`config.mk`:
```
export PLATFORM = sky130hd
export DESIGN_NAME = rv32x_front_flat
export DESIGN_NICKNAME = d
export VERILOG_FILES = /design/src/rtl/core/rv32x_pkg.sv /design/src/rtl/core/rv32x_if.sv /design/src/rtl/core/rv32x_front.sv /design/src/flat_wrapper.sv
export SDC_FILE = /design/constraint.sdc
export NUM_CORES = 1
export LEC_CHECK = 0
export BUFFER_PORTS_ARGS = -buffer_cell sky130_fd_sc_hd__buf_2
export CELL_PAD_IN_SITES_DETAIL_PLACEMENT = 1
export CELL_PAD_IN_SITES_GLOBAL_PLACEMENT = 2
export CORE_MARGIN = 1.5
export CORE_UTILIZATION = 41
export CTS_CLUSTER_SIZE = 30
export DETAILED_ROUTE_END_ITERATION = 6
export GPL_TIMING_DRIVEN = 0
export PLACE_DENSITY_LB_ADDON = 0.1
export SLEW_MARGIN = 40
export SYNTH_ARGS = -nofsm -noshare
export SYNTH_HDL_FRONTEND = slang
export SYNTH_SLANG_ARGS = --single-unit
```
`constraint.sdc`:
```
create_clock -name clk -period 11.9 [get_ports clk]
set_input_delay 0.595 -clock clk [delete_from_list [all_inputs] [get_ports clk]]
set_output_delay 0.595 -clock clk [all_outputs]
set_load 0.005 [all_outputs]
```
`src/rtl/core/rv32x_pkg.sv`:
```
// ----------------------------------------------------------------------------
// rv32x_pkg
// Shared constants, codes and types of the RV32 subset instruction executor.
// ----------------------------------------------------------------------------
package rv32x_pkg;

  // Data memory size in bytes and its address width
  localparam int unsigned MEM_BYTES = 65536;
  localparam int unsigned MEM_AW    = $clog2(MEM_BYTES);

  // Major opcodes
  localparam logic [6:0] OP_R   = 7'h33;
  localparam logic [6:0] OP_I   = 7'h13;
  localparam logic [6:0] OP_BR  = 7'h63;
  localparam logic [6:0] OP_JAL = 7'h6F;
  localparam logic [6:0] OP_ST  = 7'h23;
  localparam logic [6:0] OP_LD  = 7'h03;
  localparam logic [6:0] OP_LUI = 7'h37;
  localparam logic [6:0] OP_SYS = 7'h73;

  localparam logic [31:0] ALL_ONES = 32'hFFFF_FFFF;

  // Result status codes
  localparam logic [2:0] ST_OK       = 3'd0;
  localparam logic [2:0] ST_ILLEGAL  = 3'd1;
  localparam logic [2:0] ST_BADREAD  = 3'd2;
  localparam logic [2:0] ST_BADWRITE = 3'd3;
  localparam logic [2:0] ST_ECALL    = 3'd4;
  localparam logic [2:0] ST_EXIT     = 3'd5;
  localparam logic [2:0] ST_HALTED   = 3'd6;

  // Class assigned to each request by the front end
  typedef enum logic [2:0] {
    CL_HOST,
    CL_ALU,
    CL_MUL,
    CL_DIV,
    CL_LOAD,
    CL_STORE,
    CL_SYS,
    CL_ILLEGAL
  } op_class_t;

  // Queue entry from front to back
  typedef struct packed {
    op_class_t   cls;
    logic [31:0] instr;
    logic [15:0] host_address;
    logic [31:0] host_word;
  } item_t;

  // One result item
  typedef struct packed {
    logic [2:0]  status;
    logic [31:0] next_pc;
    logic [4:0]  dest_index;
    logic [31:0] dest_value;
    logic [31:0] ecall_number;
    logic [31:0] ecall_argument;
  } result_t;

  // Divider control and status
  typedef struct packed {
    logic        start;
    logic        is_rem;
    logic [31:0] dividend;
    logic [31:0] divisor;
  } div_req_t;

  typedef struct packed {
    logic        done;
    logic [31:0] value;
  } div_rsp_t;

endpackage

```
`src/rtl/core/rv32x_if.sv`:
```
// ----------------------------------------------------------------------------
// rv32x_if
// Valid/ready channels of the executor: requests, results and configuration.
// ----------------------------------------------------------------------------
interface rv32x_in_if;
  logic        valid;
  logic        ready;
  logic        kind;
  logic [31:0] instr_word;
  logic [15:0] host_address;
  logic [31:0] host_word;

  modport source (output valid, kind, instr_word, host_address, host_word, input ready);
  modport sink   (input valid, kind, instr_word, host_address, host_word, output ready);
endinterface


```
`src/rtl/core/rv32x_front.sv`:
```
// ----------------------------------------------------------------------------
// rv32x_front
// Accepts requests, classifies and checks the encoding, and queues them.
// ----------------------------------------------------------------------------
module rv32x_front (
  input  logic              clk,
  input  logic              rst_n,
  rv32x_in_if.sink          in_ch,
  output rv32x_pkg::item_t  q_item,
  output logic              q_valid,
  input  logic              q_ready
);
  import rv32x_pkg::*;

  item_t       ent_r [2];
  logic        wp_r;
  logic        rp_r;
  logic [1:0]  q_cnt_r;
  logic        push;
  logic        pop;
  item_t       dec_item;

  // Classify one instruction word
  function automatic op_class_t classify(logic [31:0] w);
    logic [6:0] op;
    logic [2:0] f3;
    logic [6:0] f7;
    op_class_t  c;
    op = w[6:0];
    f3 = w[14:12];
    f7 = w[31:25];
    c  = CL_ILLEGAL;
    case (op)
      OP_R: begin
        if (f7 == 7'h00) begin
          if (f3 != 3'd3) c = CL_ALU;
        end else if (f7 == 7'h01) begin
          if (f3 inside {3'd0, 3'd1}) c = CL_MUL;
          else if (f3 inside {3'd4, 3'd6}) c = CL_DIV;
        end else if (f7 == 7'h20) begin
          if (f3 inside {3'd0, 3'd5}) c = CL_ALU;
        end
      end
      OP_I: begin
        case (f3)
          3'd1:    if (f7 == 7'h00) c = CL_ALU;
          3'd3:    c = CL_ILLEGAL;
          3'd5:    if (f7 inside {7'h00, 7'h20}) c = CL_ALU;
          default: c = CL_ALU;
        endcase
      end
      OP_BR:   if (f3 inside {3'd0, 3'd1, 3'd4, 3'd5}) c = CL_ALU;
      OP_LD:   if (f3 <= 3'd2) c = CL_LOAD;
      OP_ST:   if (f3 <= 3'd2) c = CL_STORE;
      OP_JAL:  c = CL_ALU;
      OP_LUI:  c = CL_ALU;
      OP_SYS:  c = CL_SYS;
      default: c = CL_ILLEGAL;
    endcase
    return c;
  endfunction

  // Build the queue entry
  always_comb begin
    dec_item.cls          = in_ch.kind ? CL_HOST : classify(in_ch.instr_word);
    dec_item.instr        = in_ch.instr_word;
    dec_item.host_address = in_ch.host_address;
    dec_item.host_word    = in_ch.host_word;
  end

  assign in_ch.ready = (q_cnt_r != 2'd2);
  assign push        = in_ch.valid && in_ch.ready;
  assign q_valid     = (q_cnt_r != 2'd0);
  assign pop         = q_valid && q_ready;
  assign q_item      = ent_r[rp_r];

  // Queue storage
  always_ff @(posedge clk) begin
    if (push) ent_r[wp_r] <= dec_item;
  end

  // Queue pointers and fill
  always_ff @(posedge clk) begin
    if (!rst_n) begin
      wp_r    <= 1'b0;
      rp_r    <= 1'b0;
      q_cnt_r <= 2'd0;
    end else begin
      if (push) wp_r <= ~wp_r;
      if (pop)  rp_r <= ~rp_r;
      q_cnt_r <= q_cnt_r + {1'b0, push} - {1'b0, pop};
    end
  end

  a_full_stalls: assert property (@(posedge clk) disable iff (!rst_n)
    (q_cnt_r == 2'd2) |-> !in_ch.ready)
    else $error("queue full but input ready");

endmodule

```
`src/flat_wrapper.sv`:
```
// flat-port wrapper written by rule: the top's interface ports become plain ports
module rv32x_front_flat import rv32x_pkg::*;
  (clk, rst_n, q_item, q_valid, q_ready, in_ch_valid, in_ch_kind, in_ch_instr_word, in_ch_host_address, in_ch_host_word, in_ch_ready);
  rv32x_in_if in_ch_i ();
  input  logic clk;
  input  logic rst_n;
  output rv32x_pkg::item_t q_item;
  output logic q_valid;
  input  logic q_ready;
  input wire logic [$bits(in_ch_i.valid)-1:0] in_ch_valid;
  input wire logic [$bits(in_ch_i.kind)-1:0] in_ch_kind;
  input wire logic [$bits(in_ch_i.instr_word)-1:0] in_ch_instr_word;
  input wire logic [$bits(in_ch_i.host_address)-1:0] in_ch_host_address;
  input wire logic [$bits(in_ch_i.host_word)-1:0] in_ch_host_word;
  output wire logic [$bits(in_ch_i.ready)-1:0] in_ch_ready;
  assign in_ch_i.valid = in_ch_valid;
  assign in_ch_i.kind = in_ch_kind;
  assign in_ch_i.instr_word = in_ch_instr_word;
  assign in_ch_i.host_address = in_ch_host_address;
  assign in_ch_i.host_word = in_ch_host_word;
  assign in_ch_ready = in_ch_i.ready;
  rv32x_front u_core (.clk(clk), .rst_n(rst_n), .in_ch(in_ch_i), .q_item(q_item), .q_valid(q_valid), .q_ready(q_ready));
endmodule
```
# --- Word-level counts from Yosys, hierarchy flattened ---
# Memories as Yosys holds them, arrays and structs flattened. A register that Yosys moved wholly into a read port is not among the register bits.
# Index checks and enable logic that the tools add are counted.
op_classes:
  add_sub_neg: 2
  n_lt_le_gt_ge: 1
  eq_ne: 17
  n_mux: 19
  n_bitwise: 2
  n_reduce_logical: 11
op_table:
  columns: ["op", "n"]
  rows:
  - ["2-to-1 mux 3 bit", 11]
  - ["equality test 7 x 6 -> 1 bit, second input constant", 4]
  - ["equality test 7 bit, second input constant", 3]
  - ["case mux 3 bit (7 select lines)", 1]
  - ["nonzero test 2 bit", 5]
  - ["equality test 3 bit, second input constant", 3]
  - ["case mux 3 bit (3 select lines)", 1]
  - ["equality test 7 x 1 -> 1 bit, second input constant", 1]
  - ["equality test 7 x 2 -> 1 bit, second input constant", 1]
  - ["equality test 7 x 5 -> 1 bit, second input constant", 1]
  - ["logical NOT 7 bit", 1]
  - ["2-to-1 mux 1 bit", 4]
  - ["2-to-1 mux 2 bit", 2]
  - ["nonzero test 4 bit", 1]
  - ["equality test 3 x 1 -> 1 bit, second input constant", 1]
  - ["equality test 3 x 2 -> 1 bit, second input constant", 1]
  - ["<= comparator 3 x 2 -> 1 bit, second input constant", 1]
  - ["logical NOT 3 bit", 1]
  - ["!= test 3 x 2 -> 1 bit, second input constant", 1]
  - ["adder 2 x 1 -> 2 bit", 1]
  - ["logical AND 1 bit", 2]
  - ["!= test 2 bit, second input constant", 1]
  - ["NOT 1 bit", 2]
  - ["OR reduction 2 bit", 1]
  - ["subtractor 2 x 1 -> 2 bit", 1]
totals:
  reg_bits: 4
  ramBits: 166
  inputBits: 85
  out_inout_bits: 85
  elab_cells: 56
  n_memories: 1
mem_list:
  columns: ["memory", "depth", "word_bits", "read_ports", "rd_ports_with_merged_regs", "write_ports", "line_no", "rtl"]
  rows:
  - ["u_core.ent_r", 2, 83, 1, 1, 1, "rv32x_front.sv:15", "item_t ent_r [2];"]

# --- Logic depth before layout (Yosys ltp) ---
depth:
  ltp_word: 8
  mapped_depth: 8
  ltp_nobuf: 8

# --- Worst setup path before layout ---
# OpenSTA, ideal clock, no wires.
synth_path:
  path_type: "in2reg"
  startpoint: "input port in_ch_valid"
  endpoint: "memory u_core.ent_r[0][0] (netlist bit), enable pin"
  t_arrival_ns: 4.153
  required_ns: 11.374
  setup_slack_ns: 7.221
  cell_stages: 2
  path_cell_list: "nand2_1 > nor2_1"
synth_between:
  elab_chain_cells: 3
synth_lines:
  columns: ["element", "line_no", "rtl"]
  rows:
  - ["from (decl)", "flat_wrapper.sv:10", "input wire logic [$bits(in_ch_i.valid)-1:0] in_ch_valid;"]
  - ["logical AND 1 bit", "rv32x_front.sv:72", "assign push = in_ch.valid && in_ch.ready;"]
  - ["2-to-1 mux 1 bit", "rv32x_front.sv:79", "if (push) ent_r[wp_r] <= dec_item;"]
  - ["2-to-1 mux 1 bit (not written as such)", "rv32x_front.sv:79", null]
  - ["to (decl)", "rv32x_front.sv:15", null]
# Every way passes these cells.

==> results.json <==
{
  "synthFlopType": "edfxtp_1",
  "muxShareOfSynthArea": 0.144,
  "hold_violations": 0,
  "fin_tns_setup_ns": 0,
  "synth.distinct_cells": 36,
  "cts_hold_buf": 0,
  "dr.pass1.iters": 4,
  "rsz0062_at_grt": "false",
  "antenna_found_initial": 0,
  "worst_slew_pin_slew_ns": 0.607,
  "synth_top_area_cell": "edfxtp_1",
  "worstSkewPairLatency_ns": 0.42,
  "synth_cells": 328,
  "synth.most_common_cell": "edfxtp_1",
  "ant_nets": 0,
  "grt_max_degree": 30,
  "synth_top_area_share": 0.769,
  "die_y_um": 129,
  "synthSimpleGateAreaFrac": 0.0307,
  "cts_made_buffers": 17,
  "peakVddDrop_v": 0.0000891,
  "htree_levels": 4,
  "grt_pass1_wl_um": 20000,
  "cts_tree": "built",
  "hold_class": "input pin to register",
  "yosys_warnings": 0,
  "multi_input_area_mm2": 0.00135,
  "critPathMaxFanout": 10,
  "critPathKind": "register to primary output",
  "post_cts_resized": 0,
  "drtIter0Drc": 199,
  "die_x_um": 129,
  "initial_core_util": 0.424,
  "drc": 0,
  "io_buffers": 169,
  "critical_path_arrival_ns": 1.99,
  "netlist_area_mm2": 0.00649,
  "clock.fmax_mhz": 387,
  "p_leak_nw": 3.09,
  "synth-compound-area-share": 0.0216,
  "clkSinkCount": 171,
  "synth_area_leaders": "edfxtp_1 77%, mux2_2 14%, dfxtp_1 1.5%",
  "synth_edf_count": 166,
  "finalSetupViolations": 0,
  "skew_ns": 0.00728,
  "synthArstFlopShare": 0,
  "synth_top_family_by_area": "multiplexers",
  "crit_required_ns": 11.31,
  "final_nets": 610,
  "ys_seq_elements": 171,
  "end_kind": "primary output",
  "synthTopCellsByCount": "166 x edfxtp_1, 83 x mux2_2, 8 x buf_2, 7 x a21oi_1",
  "grtUsageTotal": 0.164,
  "p_per_area_mw_per_mm2": 205,
  "path_clk_slew_ns": 0.06,
  "slew_headroom": 0.596,
  "n_fill_cell": 1498,
  "vias": 3602,
  "synth_nets": 415,
  "syn_area_per_cell_um2": 19.8,
  "clockBufferDepth": 2,
  "synth_fa_ha_area_frac": 0.00386,
  "post_synth_xor_area_fraction": 0.00540,
  "design.core.area_mm2": 0.0153,
  "dieArea_mm2": 0.0166,
  "regArea_mm2": 0.00508,
  "slew_viol_final": 0,
  "pin_count": 170,
  "period_needed_ns": 2.58,
  "wl_um": 13100,
  "power_mw": 1.70,
  "gp_congestion": 0.713,
  "drive_gt1_frac": 0.558,
  "wl_per_cell_um": 17.5,
  "rows": 45,
  "grt_pass1_vias": 3761,
  "cap_violations": 0,
  "root_buffer": "clkbuf_16",
  "seq_area_frac_synth": 0.784,
  "hpwlAfterDp_um": 9270,
  "cp-start-kind": "register",
  "routed_via_density": 4.82,
  "antenna_cells_inserted": 0,
  "postCtsSetupBuffers": 0,
  "status": "complete, no violations",
  "grt_overflow": 0,
  "area_growth_pct": 27.7,
  "fin_crit_sh": 0.217
}
==> cell type report <==
cell class / count / area share
Buffer: 11 / 0.00634
Clock buffer: 24 / 0.0545
Clock inverter: 8 / 0.0118
Inverter: 4 / 0.00181
Multi-Input combinational cell: 142 / 0.162
Sequential cell: 171 / 0.614
Tap cell: 211 / 0.0319
Timing Repair Buffer: 176 / 0.117
==> where the power goes <==
part	switching, mW	internal (mW)	leakage, nW	total (mW)
Sequential	0.0192	0.757	1.59	0.776
Clock	0.209	0.308	0.270	0.517
Combinational	0.193	0.210	1.23	0.403
Total	0.421	1.27	3.09	1.70
==> per-layer routing <==
| metal | track usage | part of all wire |
|---|---|---|
| met1 | 0.198 | 0.42 |
| met2 | 0.278 | 0.52 |
| met3 | 0.0466 | 0.052 |
| met4 | 0.0694 | 0.016 |
| met5 | 0 | 0 |
==> worst max-delay path, cell delays in order, from the launching register on <==
cell      delay, ns
dfxtp_1        0.32
clkbuf_1       0.37
buf_2          0.36
mux2_2         0.38
buf_2          0.14
==> layout by cell type, fill, tap and decap left out, types with 2 or more instances in the layout <==
cell,n
a21o_1,2
a21oi_1,7
and2_1,4
buf_12,2
buf_2,177
buf_8,4
bufinv_16,2
clkbuf_1,9
clkbuf_16,17
clkinv_2,4
clkinv_4,2
dfxtp_1,5
edfxtp_1,166
ha_1,2
inv_1,4
mux2_2,83
nand2_1,6
nand4_1,3
nor2_1,3
nor2b_1,6
nor3_1,2
xnor2_1,3
==> kinds of logic (layout without fill, tap and decap cells) <==
logic type	count (synthesis)	count (layout)
buffers and inverters	15	223
adders and majority gates	2	2
AOI/OAI and AO/OA	20	20
and+or+nand+nor	33	33
DFF	171	171
muxes	83	83
xor gates and xnor gates	4	4
==> worst paths after layout <==
kind	startpoint	to	slack, ns	depth (start not counted)
worst min register to register	u_core.rp_r	u_core.rp_r	0.56	2
worst min-delay path	in_ch_host_word[13]	u_core.ent_r[0][13]	0.36	1
worst max-delay path	register	q_item[6]	9.32	4
worst max register to register	u_core.q_cnt_r[0]	u_core.ent_r[0][47]	9.92	7
==> flip-flops by register name, indices dropped and copies added, names as in the netlist, named ones only <==
name and flops:
u_core.ent_r 166, u_core.q_cnt_r 2, u_core.wp_r 1, u_core.rp_r 1
==> through the flow <==
stage                     instance area, um2   util  worst slack [ns]  hold WS, ns  instances
after global placement                  7600  0.496              4.92        0.523        708
after global routing                    8290  0.541              9.12        0.342        747
after floorplan                         6490      -              7.22        0.504        328
after detailed placement                7740  0.505              9.64        0.538        715
after CTS                               8290  0.541              9.22        0.336        747
final                                   8290  0.541              9.32        0.361        747
Power figures use the tool's default switching activity.
